### src/design/spectrum_band_envelope_follower_macros.svh
// Assertion macros shared by the envelope follower RTL.
`ifndef SPECTRUM_BAND_ENVELOPE_FOLLOWER_MACROS_SVH
`define SPECTRUM_BAND_ENVELOPE_FOLLOWER_MACROS_SVH
`ifndef SYNTHESIS
`define SBEF_CHECK(lbl, prop, msg) \
   lbl: assert property (@(posedge clock) disable iff (reset) prop) else $error(msg);
`define SBEF_NEVER(lbl, expr, msg) \
   lbl: assert property (@(posedge clock) disable iff (reset) !(expr)) else $error(msg);
`else
`define SBEF_CHECK(lbl, prop, msg)
`define SBEF_NEVER(lbl, expr, msg)
`endif
`endif

### src/design/sbef_pkg.sv
// Types and constants of the spectrum band envelope follower.
`timescale 1ns / 1ps
package sbef_pkg;
   localparam int NUM_BANDS = 8;
   localparam int BAND_W = $clog2(NUM_BANDS);

   localparam logic [1:0] CSR_SQUELCH = 2'd0;
   localparam logic [1:0] CSR_ATTACK  = 2'd1;
   localparam logic [1:0] CSR_RELEASE = 2'd2;
   localparam logic [1:0] CSR_DECAY   = 2'd3;

   localparam logic [23:0] SQUELCH_RST = 24'd15360;
   localparam logic [15:0] ATTACK_RST  = 16'd36045;
   localparam logic [15:0] RELEASE_RST = 16'd6554;
   localparam logic [15:0] DECAY_RST   = 16'd65503;

   localparam logic [31:0] FLOOR_RST = 32'hFFFF_FFFF;
   localparam logic [31:0] PEAK_RST  = 32'd256;
   localparam logic [23:0] LPEAK_RST = 24'd3;

   localparam logic [16:0] CREEP_MUL    = 17'd131;
   localparam logic [32:0] CREEP_ADD    = 33'd13;
   localparam logic [32:0] FLOOR_MARGIN = 33'd256;
   localparam logic [16:0] ONE_Q16      = 17'h10000;

   typedef enum logic [3:0] {
      S_IDLE, S_GATE, S_GDIV, S_FLMUL, S_FLUPD, S_PKMUL, S_PKUPD, S_NDIV,
      S_GMUL, S_GUPD, S_SMUL, S_SUPD, S_LPKMUL, S_LPKUPD, S_LDIV, S_DONE
   } state_type;

   typedef struct packed {
      logic        start;
      logic [31:0] num;
      logic [31:0] den;
   } div_req_type;

   typedef struct packed {
      logic        busy;
      logic        done;
      logic [16:0] quot;
   } div_rsp_type;
endpackage

### src/design/sbef_div.sv
// Iterative divider for clamped Q1.16 ratios, one quotient bit per cycle.
`timescale 1ns / 1ps
module sbef_div import sbef_pkg::*; (
   input  logic        clock,
   input  logic        reset,
   input  div_req_type div_req,
   output div_rsp_type div_rsp
);
   logic        busy_ff, busy_in;
   logic        done_ff, done_in;
   logic [32:0] rem_ff, rem_in;
   logic [31:0] den_ff, den_in;
   logic [16:0] quot_ff, quot_in;
   logic [3:0]  cnt_ff, cnt_in;
   logic [32:0] shifted;
   logic        ge;

   always_comb begin
      shifted = {rem_ff[31:0], 1'b0};
      ge      = shifted >= {1'b0, den_ff};
      busy_in = busy_ff;
      done_in = 1'b0;
      rem_in  = rem_ff;
      den_in  = den_ff;
      quot_in = quot_ff;
      cnt_in  = cnt_ff;
      if (div_req.start) begin
         den_in = div_req.den;
         // A numerator at or above the divisor means a ratio of at least one.
         if (div_req.num >= div_req.den) begin
            quot_in = ONE_Q16;
            done_in = 1'b1;
            busy_in = 1'b0;
         end else begin
            rem_in  = {1'b0, div_req.num};
            quot_in = '0;
            cnt_in  = '0;
            busy_in = 1'b1;
         end
      end else if (busy_ff) begin
         rem_in  = ge ? shifted - {1'b0, den_ff} : shifted;
         quot_in = {quot_ff[15:0], ge};
         cnt_in  = cnt_ff + 4'd1;
         if (cnt_ff == 4'd15) begin
            busy_in = 1'b0;
            done_in = 1'b1;
         end
      end
   end

   always_ff @(posedge clock) begin
      if (reset) begin
         busy_ff <= 1'b0;
         done_ff <= 1'b0;
         cnt_ff  <= '0;
      end else begin
         busy_ff <= busy_in;
         done_ff <= done_in;
         cnt_ff  <= cnt_in;
      end
      rem_ff  <= rem_in;
      den_ff  <= den_in;
      quot_ff <= quot_in;
   end

   assign div_rsp.busy = busy_ff;
   assign div_rsp.done = done_ff;
   assign div_rsp.quot = quot_ff;
endmodule

### src/design/spectrum_band_envelope_follower.sv
// Top level of the spectrum band envelope follower.
// Usage:
// One frame (eight band magnitudes and the frame RMS) is a transfer on the
// req_ channel; one result (eight smoothed band levels, the loudness level and
// the unsmoothed bass target) follows as a transfer on the rsp_ channel.
// Registers are written through csr_we/csr_addr/csr_wdata; the user must do this only
// while idle, as the block itself does not enforce it. A frame's work is
// done by the single shared divider, which gives a quotient for the gate, each
// band and the loudness ratio (early when the ratio clamps to 1.0, skipped
// when it is known to be zero), and by the shared multiplier, which gives four
// products per band with a register behind each one.
// A new frame is not taken until the previous one has finished its work.
// req_ready is high only while no frame is in work; a new frame may be taken
// while a finished result still waits in the output register.
// If the receiver stalls, the next frame completes its work and then waits
// until the held result has been transferred.
// Synchronous reset restores the registers to their defaults, sets the noise
// floors to maximum, the band peaks to 256, the loudness peak to its small
// start value and all smoothed levels to zero.
`timescale 1ns / 1ps
`include "spectrum_band_envelope_follower_macros.svh"
module spectrum_band_envelope_follower import sbef_pkg::*; (
   input  logic        clock,
   input  logic        reset,
   input  logic        req_valid,
   output logic        req_ready,
   input  logic [31:0] req_band_mag_0,
   input  logic [31:0] req_band_mag_1,
   input  logic [31:0] req_band_mag_2,
   input  logic [31:0] req_band_mag_3,
   input  logic [31:0] req_band_mag_4,
   input  logic [31:0] req_band_mag_5,
   input  logic [31:0] req_band_mag_6,
   input  logic [31:0] req_band_mag_7,
   input  logic [23:0] req_frame_rms,
   output logic        rsp_valid,
   input  logic        rsp_ready,
   output logic [15:0] rsp_band_out_0,
   output logic [15:0] rsp_band_out_1,
   output logic [15:0] rsp_band_out_2,
   output logic [15:0] rsp_band_out_3,
   output logic [15:0] rsp_band_out_4,
   output logic [15:0] rsp_band_out_5,
   output logic [15:0] rsp_band_out_6,
   output logic [15:0] rsp_band_out_7,
   output logic [15:0] rsp_level_out,
   output logic [15:0] rsp_bass_target,
   input  logic        csr_we,
   input  logic [1:0]  csr_addr,
   input  logic [23:0] csr_wdata
);
   state_type state_ff, state_in;
   logic [BAND_W-1:0] band_ff, band_in;
   logic        loud_ff, loud_in;
   logic [31:0] mag_ff [NUM_BANDS];
   logic [23:0] rms_ff;
   logic [16:0] gate_ff, gate_in;
   logic [31:0] fl_cur_ff, fl_cur_in;
   logic [16:0] ratio_ff, ratio_in;
   logic [15:0] tgt_ff, tgt_in;
   logic [15:0] bass_ff, bass_in;
   logic [48:0] prod_ff;
   logic [31:0] floor_ff [NUM_BANDS];
   logic [31:0] peak_ff [NUM_BANDS];
   logic [15:0] smooth_ff [NUM_BANDS];
   logic [23:0] lpk_ff, lpk_in;
   logic [15:0] lsm_ff, lsm_in;
   logic [23:0] squelch_ff;
   logic [15:0] attack_ff, release_ff, decay_ff;
   logic        rsp_valid_ff;
   logic [15:0] rsp_band_ff [NUM_BANDS];
   logic [15:0] rsp_level_ff, rsp_bass_ff;

   logic        accept, out_load;
   logic        floor_we, peak_we, smooth_we;
   logic [31:0] floor_wd, peak_wd;
   logic [15:0] smooth_wd;
   logic [31:0] mul_a;
   logic [16:0] mul_b;
   div_req_type div_req;
   div_rsp_type div_rsp;

   logic [31:0] mag_cur, fl_old, pk_old, fl_new, margin, decayed, pk_new, creep_sat;
   logic [32:0] creep_sum, margin_sum;
   logic [15:0] s_cur, s_new, d_step, tgt_new;
   logic [31:0] rnd;
   logic [24:0] two_rms;
   logic [23:0] ldec, lpk_new;
   logic        last_band;

   sbef_div u_div (
      .clock   (clock),
      .reset   (reset),
      .div_req (div_req),
      .div_rsp (div_rsp)
   );

   assign accept    = req_valid && req_ready;
   assign req_ready = (state_ff == S_IDLE);

   always_comb begin
      mag_cur    = mag_ff[band_ff];
      fl_old     = floor_ff[band_ff];
      pk_old     = peak_ff[band_ff];
      s_cur      = loud_ff ? lsm_ff : smooth_ff[band_ff];
      creep_sum  = {1'b0, fl_old} + {9'b0, prod_ff[39:16]} + CREEP_ADD;
      creep_sat  = creep_sum[32] ? 32'hFFFF_FFFF : creep_sum[31:0];
      fl_new     = (mag_cur < fl_old) ? mag_cur : creep_sat;
      margin_sum = {1'b0, fl_cur_ff} + FLOOR_MARGIN;
      margin     = margin_sum[32] ? 32'hFFFF_FFFF : margin_sum[31:0];
      decayed    = prod_ff[47:16];
      pk_new     = mag_cur;
      if (decayed > pk_new) pk_new = decayed;
      if (margin > pk_new) pk_new = margin;
      tgt_new    = (prod_ff[33:32] != 2'b00) ? 16'hFFFF : prod_ff[31:16];
      rnd        = prod_ff[31:0] + 32'd32768;
      d_step     = rnd[31:16];
      s_new      = (tgt_ff > s_cur) ? s_cur + d_step : s_cur - d_step;
      two_rms    = {rms_ff, 1'b0};
      ldec       = prod_ff[39:16];
      lpk_new    = (rms_ff > ldec) ? rms_ff : ldec;
      last_band  = (band_ff == BAND_W'(NUM_BANDS - 1));
   end

   always_comb begin
      state_in  = state_ff;
      band_in   = band_ff;
      loud_in   = loud_ff;
      gate_in   = gate_ff;
      fl_cur_in = fl_cur_ff;
      ratio_in  = ratio_ff;
      tgt_in    = tgt_ff;
      bass_in   = bass_ff;
      lpk_in    = lpk_ff;
      lsm_in    = lsm_ff;
      floor_we  = 1'b0;
      floor_wd  = fl_new;
      peak_we   = 1'b0;
      peak_wd   = pk_new;
      smooth_we = 1'b0;
      smooth_wd = s_new;
      mul_a     = fl_old;
      mul_b     = CREEP_MUL;
      div_req   = '0;
      out_load  = 1'b0;
      case (state_ff)
         S_IDLE: begin
            if (accept) begin
               band_in  = '0;
               loud_in  = 1'b0;
               state_in = S_GATE;
            end
         end
         S_GATE: begin
            if (squelch_ff == 24'd0) begin
               gate_in  = ONE_Q16;
               state_in = S_FLMUL;
            end else if (two_rms <= {1'b0, squelch_ff}) begin
               gate_in  = '0;
               state_in = S_FLMUL;
            end else begin
               div_req.start = 1'b1;
               div_req.num   = {7'b0, two_rms - {1'b0, squelch_ff}};
               div_req.den   = {8'b0, squelch_ff};
               state_in      = S_GDIV;
            end
         end
         S_GDIV: begin
            if (div_rsp.done) begin
               gate_in  = div_rsp.quot;
               state_in = S_FLMUL;
            end
         end
         S_FLMUL: begin
            state_in = S_FLUPD;
         end
         S_FLUPD: begin
            floor_we  = 1'b1;
            fl_cur_in = fl_new;
            state_in  = S_PKMUL;
         end
         S_PKMUL: begin
            mul_a    = pk_old;
            mul_b    = {1'b0, decay_ff};
            state_in = S_PKUPD;
         end
         S_PKUPD: begin
            peak_we = 1'b1;
            if (mag_cur > fl_cur_ff) begin
               div_req.start = 1'b1;
               div_req.num   = mag_cur - fl_cur_ff;
               div_req.den   = pk_new - fl_cur_ff;
               state_in      = S_NDIV;
            end else begin
               ratio_in = '0;
               state_in = S_GMUL;
            end
         end
         S_NDIV, S_LDIV: begin
            if (div_rsp.done) begin
               ratio_in = div_rsp.quot;
               state_in = S_GMUL;
            end
         end
         S_GMUL: begin
            mul_a    = {15'b0, ratio_ff};
            mul_b    = gate_ff;
            state_in = S_GUPD;
         end
         S_GUPD: begin
            tgt_in = tgt_new;
            if (!loud_ff && band_ff == '0) bass_in = tgt_new;
            state_in = S_SMUL;
         end
         S_SMUL: begin
            if (tgt_ff > s_cur) begin
               mul_a = {16'b0, tgt_ff - s_cur};
               mul_b = {1'b0, attack_ff};
            end else begin
               mul_a = {16'b0, s_cur - tgt_ff};
               mul_b = {1'b0, release_ff};
            end
            state_in = S_SUPD;
         end
         S_SUPD: begin
            if (loud_ff) begin
               lsm_in   = s_new;
               state_in = S_DONE;
            end else begin
               smooth_we = 1'b1;
               if (last_band) begin
                  state_in = S_LPKMUL;
               end else begin
                  band_in  = band_ff + BAND_W'(1);
                  state_in = S_FLMUL;
               end
            end
         end
         S_LPKMUL: begin
            mul_a    = {8'b0, lpk_ff};
            mul_b    = {1'b0, decay_ff};
            loud_in  = 1'b1;
            state_in = S_LPKUPD;
         end
         S_LPKUPD: begin
            lpk_in = lpk_new;
            if (lpk_new == 24'd0) begin
               ratio_in = '0;
               state_in = S_GMUL;
            end else begin
               div_req.start = 1'b1;
               div_req.num   = {8'b0, rms_ff};
               div_req.den   = {8'b0, lpk_new};
               state_in      = S_LDIV;
            end
         end
         S_DONE: begin
            // Hold the finished frame until the output register is free.
            if (!rsp_valid_ff || rsp_ready) begin
               out_load = 1'b1;
               state_in = S_IDLE;
            end
         end
         default: state_in = S_IDLE;
      endcase
   end

   always_ff @(posedge clock) begin
      if (reset) begin
         state_ff     <= S_IDLE;
         band_ff      <= '0;
         loud_ff      <= 1'b0;
         rsp_valid_ff <= 1'b0;
         lpk_ff       <= LPEAK_RST;
         lsm_ff       <= '0;
         squelch_ff   <= SQUELCH_RST;
         attack_ff    <= ATTACK_RST;
         release_ff   <= RELEASE_RST;
         decay_ff     <= DECAY_RST;
         for (int i = 0; i < NUM_BANDS; i++) begin
            floor_ff[i]  <= FLOOR_RST;
            peak_ff[i]   <= PEAK_RST;
            smooth_ff[i] <= '0;
         end
      end else begin
         state_ff <= state_in;
         band_ff  <= band_in;
         loud_ff  <= loud_in;
         lpk_ff   <= lpk_in;
         lsm_ff   <= lsm_in;
         if (out_load) rsp_valid_ff <= 1'b1;
         else if (rsp_ready) rsp_valid_ff <= 1'b0;
         if (floor_we) floor_ff[band_ff] <= floor_wd;
         if (peak_we) peak_ff[band_ff] <= peak_wd;
         if (smooth_we) smooth_ff[band_ff] <= smooth_wd;
         if (csr_we) begin
            case (csr_addr)
               CSR_SQUELCH: squelch_ff <= csr_wdata;
               CSR_ATTACK:  attack_ff  <= csr_wdata[15:0];
               CSR_RELEASE: release_ff <= csr_wdata[15:0];
               CSR_DECAY:   decay_ff   <= csr_wdata[15:0];
               default: ;
            endcase
         end
      end
      gate_ff   <= gate_in;
      fl_cur_ff <= fl_cur_in;
      ratio_ff  <= ratio_in;
      tgt_ff    <= tgt_in;
      bass_ff   <= bass_in;
      prod_ff   <= mul_a * mul_b;
      if (accept) begin
         mag_ff[0] <= req_band_mag_0;
         mag_ff[1] <= req_band_mag_1;
         mag_ff[2] <= req_band_mag_2;
         mag_ff[3] <= req_band_mag_3;
         mag_ff[4] <= req_band_mag_4;
         mag_ff[5] <= req_band_mag_5;
         mag_ff[6] <= req_band_mag_6;
         mag_ff[7] <= req_band_mag_7;
         rms_ff    <= req_frame_rms;
      end
      if (out_load) begin
         for (int i = 0; i < NUM_BANDS; i++) rsp_band_ff[i] <= smooth_ff[i];
         rsp_level_ff <= lsm_in;
         rsp_bass_ff  <= bass_ff;
      end
   end

   assign rsp_valid       = rsp_valid_ff;
   assign rsp_band_out_0  = rsp_band_ff[0];
   assign rsp_band_out_1  = rsp_band_ff[1];
   assign rsp_band_out_2  = rsp_band_ff[2];
   assign rsp_band_out_3  = rsp_band_ff[3];
   assign rsp_band_out_4  = rsp_band_ff[4];
   assign rsp_band_out_5  = rsp_band_ff[5];
   assign rsp_band_out_6  = rsp_band_ff[6];
   assign rsp_band_out_7  = rsp_band_ff[7];
   assign rsp_level_out   = rsp_level_ff;
   assign rsp_bass_target = rsp_bass_ff;

   `SBEF_NEVER(a_div_start_busy, div_req.start && div_rsp.busy, "divider restarted while busy")
   `SBEF_CHECK(a_accept_to_gate, accept |=> state_ff == S_GATE, "frame transfer did not start")
   `SBEF_NEVER(a_load_over_held, out_load && rsp_valid_ff && !rsp_ready, "held result overwritten")
   `SBEF_NEVER(a_wait_no_div, (state_ff == S_NDIV || state_ff == S_LDIV || state_ff == S_GDIV)
      && !div_rsp.busy && !div_rsp.done && !$past(div_req.start), "waiting on an idle divider")
endmodule
### config.mk
export PLATFORM = sky130hd
export DESIGN_NAME = spectrum_band_envelope_follower
export DESIGN_NICKNAME = d
export VERILOG_FILES = /design/src/design/sbef_pkg.sv /design/src/design/sbef_div.sv /design/src/design/spectrum_band_envelope_follower.sv
export VERILOG_INCLUDE_DIRS = /design/src /design/src/design
export SDC_FILE = /design/constraint.sdc
export NUM_CORES = 2
export LEC_CHECK = 0
export ABC_AREA = 1
export BUFFER_PORTS_ARGS = -buffer_cell sky130_fd_sc_hd__buf_4
export CORE_MARGIN = 1.5
export CORE_UTILIZATION = 30
export DETAILED_ROUTE_END_ITERATION = 6
export GPL_TIMING_DRIVEN = 0
export PLACE_DENSITY_LB_ADDON = 0.2
export SKIP_LAST_GASP = 1
export SYNTH_ARGS = -nofsm -noshare
export SYNTH_HDL_FRONTEND = slang
export SYNTH_SLANG_ARGS = --single-unit
### constraint.sdc
create_clock -name clock -period 37.5 [get_ports clock]
set_input_delay 3.75 -clock clock [delete_from_list [all_inputs] [get_ports clock]]
set_output_delay 3.75 -clock clock [all_outputs]
set_load 0.005 [all_outputs]
After elaboration in Yosys (flattened, before gate mapping)

Memory sizes are Yosys's and may differ from the RTL's. A register that Yosys moved wholly into a read port is not among the register bits.
Index checks and enable logic that the tools add are counted.
W data, S select, Z words.

Eq/ne operators: 30
Order comparisons: 9
Multiply operators: 1
Reduce and logical (&&, ||, !) cells: 33
Multiplexer cells: 102
Add/subtract/negate cells: 14

Operator list:

| operator                 | number |
|---|---|
| $mux W32                 | 11 |
| $mux W65                 | 4 |
| $pmux W65 S3             | 1 |
| $mux W17                 | 8 |
| $mux W16                 | 8 |
| $pmux W32 S4             | 1 |
| $pmux W17 S3             | 2 |
| $gt A32 B32 Y1           | 3 |
| $sub A32 B32 Y32         | 3 |
| $reduce_or A32 Y1        | 2 |
| $pmux W4 S15             | 1 |
| $logic_not A24 Y1        | 2 |
| $mul A32 B17 Y48         | 1 |
| $sub A16 B16 Y16         | 3 |
| $mux W3                  | 15 |
| $mux W4                  | 10 |
| $mux W1                  | 37 |
| $eq A4 B4 Y1 const B     | 9 |
| $pmux W17 S2             | 1 |
| $add A32 B24 Y33         | 1 |
| $add A32 B9 Y33 const B  | 1 |
| $add A33 B4 Y33 const B  | 1 |
| $ge A33 B32 Y1           | 1 |
| $add A32 B16 Y32 const B | 1 |
| other kinds (34)         | 62 |

Memories: 5
Bits of input ports: 311
Output and inout port bits: 162
Register bits: 410
RAM bits: 1,024

Memory list:

| name        | depth | bits a word | rd ports | clocked after memory_dff | write ports | line                                  | text |
|---|---|---|---|---|---|---|---|
| floor_ff    | 8     | 32          | 1        | 1                        | 8           | spectrum_band_envelope_follower.sv:63 | `logic [31:0] floor_ff [NUM_BANDS];` |
| mag_ff      | 8     | 32          | 1        | 1                        | 8           | spectrum_band_envelope_follower.sv:55 | `logic [31:0] mag_ff [NUM_BANDS];` |
| peak_ff     | 8     | 32          | 1        | 1                        | 8           | spectrum_band_envelope_follower.sv:64 | `logic [31:0] peak_ff [NUM_BANDS];` |
| rsp_band_ff | 8     | 16          | 8        | 0                        | 8           | spectrum_band_envelope_follower.sv:71 | `logic [15:0] rsp_band_ff [NUM_BANDS];` |
| smooth_ff   | 8     | 16          | 9        | 1                        | 8           | spectrum_band_envelope_follower.sv:65 | `logic [15:0] smooth_ff [NUM_BANDS];` |

Logic depth before layout (Yosys ltp)

Depth after elaboration: 10
Gate-level depth with buffers: 67
Gate-level depth less buffers: 62

Modules after synthesis

From an unflattened synthesis, not the netlist that was laid out.

Cells, all modules: 10,257
Area, all modules: 92,388.6 µm²

Modules (own cells, without submodules):

| module                          | cells an instance | times used | area each (µm²) |
|---|---|---|---|
| spectrum_band_envelope_follower | 9,264             | 1          | 85,313.1 |
| sbef_div                        | 993               | 1          | 7,075.5 |

Least setup slack after synthesis

No wires, ideal clock.

Path type: input to register
From: input req_valid
To: register (tool-made name)
Path slack: 18.909 ns
Library setup time: 0.139 ns
Path buffers: 0
Stages on the path: 4
Data required time: 37.361 ns
Data arrival time: 18.452 ns
Cell sequence: inv_1 -> nor2_1 -> o21ai_0 -> a211oi_1

RTL lines:

| what               | line                                  | text |
|---|---|---|
| start: declaration | spectrum_band_envelope_follower.sv:25 | `input logic req_valid,` |

==> run_results.csv <==
group,metric,value,unit
routing,drtIter0Drc,8527,
yosys,synth-compound-area-share,11.9,%
clock_network,ctsHoldBuffers,0,
worst_setup_path,path_class,"reg2reg",
yosys,yosys_warnings,0,
yosys,synth.largest_area_cell,"edfxtp_1",
clock_network,htree_levels,4,
worst_setup_path,path_max_fanout,32,
timing,hold_viol,0,
outcome,failed_checks,"max-capacitance violations, max-slew violations",
routing,drt-total-wl,404000,µm
timing,setup_violations,0,
yosys,synth_cell_types,76,
yosys,synth_top_family_by_area,"adder cells",
floorplan,core,302000,µm²
worst_setup_path,end_kind,"flop",
timing,slew_headroom,-7.99,%
timing,min_period,15160,ps
floorplan,io_pins,473,
yosys,async_reset_ff_share,0,%
cells_and_area,syn_to_final_growth,16.2,%
clock_network,clock_path_buffers,4,
yosys,synth_top_area_share,41.5,%
grt,met1_usage,33.8,%
worst_setup_path,startpoint_type,"flop",
clock_network,post_cts_resized,0,
routing,drtPass1Iterations,6,
routing,wl_per_cell,27.5,µm
floorplan,rows,202,
routing,ant_nets,0,
clock_network,cts_root_buffer,"clkbuf_16",
placement,io_buffers,471,
floorplan,initial_core_util,30.1,%
grt,first_global_vias,75200,
cells_and_area,drive_above_1_share,11.3,%
floorplan,die_w,554,µm
grt,grt_max_degree,42,
grt,antenna_found_initial,35,
worst_setup_path,required,37940,ps
yosys,synth.most_common_cell,"nand2_1",
grt,grt_use_met3,5.38,%
clock_network,cts_buffers,163,
grt,grt.overflow.total,0,
timing,timing.fmax,0.0660,GHz
floorplan,dieArea,307000,µm²
placement,dpl_worst_slack,22240,ps
yosys,synth-seq-cells,1422,
routing,via_per_inst,5.26,
yosys,ys_top_cells_by_count,"nand2_1 (1550), nor2_1 (1431), edfxtp_1 (1259)",
yosys,synthMuxAreaShare,0.0440,%
yosys,synth_flop_cell,"edfxtp_1",
timing,rsz0062_at_grt,"no",
cells_and_area,nNetsFinal,11800,
routing,vias,77100,
placement,dp_cells,14400,
placement,place_hpwl,323000,µm
yosys,synth_area_leaders,"edfxtp_1 (42%), fa_1 (10%), ha_1 (6.7%)",
worst_setup_path,r2r_slack,22340,ps
timing,final.setup.tns,0,ps
timing,fin_crit_sh,40.4,%
yosys,syn_area,91000,µm²
clock_network,cts.sinks,1422,
yosys,synth-edff-count,1259,
cells_and_area,final_cells,14700,
timing,setup_slack,22340,ps
worst_setup_path,cp_slowest_stage_delay,1110,ps
routing,drt_drc_violations_left,0,
job,maxCapViolations,3,
grt,grt_pass1_wl,561000,µm
timing,slew_violations,7,
worst_setup_path,crit_top_cell,"nand2_1",
yosys,synth-simple-area-share,16.7,%
yosys,yosysSeqAreaShare,45.1,%
worst_hold_path,min_path_type,"reg2reg",
timing,finalClockSkew,67.4,ps
outcome,status,"complete, but fails checks",
timing,tightest_slew,1610,ps
yosys,synthXorXnorAreaFrac,1.96,%
worst_setup_path,slowest_stage,"o21ai_1",
grt,busiest_layer,"met2",
worst_setup_path,critPathArrivalTime,15600,ps
clock_network,cts_setup_buffers,0,
clock_network,path_clk_slew,60,ps
clock_network,clk-insertion-delay-late,870,ps
placement,place.gp.congestion,0.984,
clock_network,cts_tree,"yes",
yosys,synthAdderAreaFrac,16.7,%
grt,grtUsageMet2,40.1,%
floorplan,die_y,554,µm
yosys,synth_cells,9851,
yosys,syn_area_per_cell,9.24,µm²
grt,grt_util_all_layers,25.6,%
[flip-flops by register name, indices dropped and copies added (netlist names), 17 cells and up, named ones only]
name,cells
u_div.den_ff,32
smooth_ff,128
prod_ff,33
squelch_ff,24
mag_ff,256
lpk_ff,24
rsp_band_ff,128
u_div.rem_ff,32
peak_ff,256
gate_ff,17
rms_ff,24
ratio_ff,17
floor_ff,256
u_div.quot_ff,17
fl_cur_ff,32
[through the flow]
| step | hold WS, ps | util (%) | cell area [µm²] |
|---|---|---|---|
| 2_1_floorplan | 400 | - | 91100 |
| 3_3_place_gp | 404 | 32.9 | 99600 |
| 3_5_place_dp | 405 | 33.4 | 101000 |
| 4_1_cts | 412 | 35.0 | 106000 |
| 5_1_grt | 421 | 35.0 | 106000 |
| 6_report | 415 | 35.0 | 106000 |
[cell usage in the layout (no fill, tap or decap), drive strengths merged, types with 8 or more instances in the layout]
master,Yosys,layout
or2,16,16
xor2,130,130
diode,0,11
fa,454,454
o22ai,156,156
o21bai,17,17
a221oi,20,20
nor4,19,19
nand4,51,51
dfxtp,163,163
conb,2,14
a31oi,39,39
edfxtp,1259,1259
xnor2,71,71
o21ai,919,919
buf,220,749
clkinv,8,66
clkbuf,208,420
o211ai,63,63
ha,488,488
a21o,35,35
inv,1284,1291
nor2,1448,1448
a21boi,8,8
a211oi,20,20
nand3,494,494
o31ai,17,17
a21oi,411,411
o21a,29,29
o221ai,83,83
nand2,1591,1591
nor3,76,76
[logic make-up after synthesis]
| group | Yosys count |
|---|---|
| AO/OA/AOI/OAI | 1850 |
| flip-flops | 1422 |
| AND/OR/NAND/NOR | 3710 |
| other | 2 |
| buffers and inverters | 1720 |
| adder cells (fa/ha/maj) | 942 |
| multiplexers | 4 |
| XOR/XNOR | 201 |
[critical path: cells and delay by family (launching register included)]
kind                     cells  cell delay, ps
AND/OR/NAND/NOR             22            4670
AO/OA/AOI/OAI               14            4320
buffers and inverters       10            3940
adder cells (fa/ha/maj)      4            1450
flip-flops                   1             320
[cell type report]
| class | instances | area [µm²] |
|---|---|---|
| Antenna cell | 11 | 27.5 |
| Tap cell | 3978 | 4980 |
| Sequential cell | 1422 | 41100 |
| Timing Repair Buffer | 529 | 4560 |
| Fill cell | 31100 | 197000 |
| Clock inverter | 72 | 518 |
| Buffer | 428 | 2060 |
| Inverter | 1292 | 4850 |
| Multi-Input combinational cell | 6721 | 43300 |
| Clock buffer | 212 | 4350 |
[worst paths after layout]
path                   startpoint                      endpoint  cells after the start
max reg2reg                  flop    u_div.rem_ff[26]$_DFFE_PP_                     50
min          bass_ff[3]$_DFFE_PP_  rsp_bass_target[3]$_DFFE_PP_                      0
min reg2reg  bass_ff[3]$_DFFE_PP_  rsp_bass_target[3]$_DFFE_PP_                      0
max                          flop    u_div.rem_ff[26]$_DFFE_PP_                     50
[layer usage]
| metal | up-vias | part of all wire, % |
|---|---|---|
| met5 | - | 0.027 |
| met3 | 667 | 8.9 |
| met2 | 4003 | 44 |
| met1 | 37900 | 42 |
| met4 | 16 | 5.3 |
| li1 | 34500 | - |
Power is not shown: default switching activity piles up to over one toggle a cycle in this logic, so the estimate is an artifact.
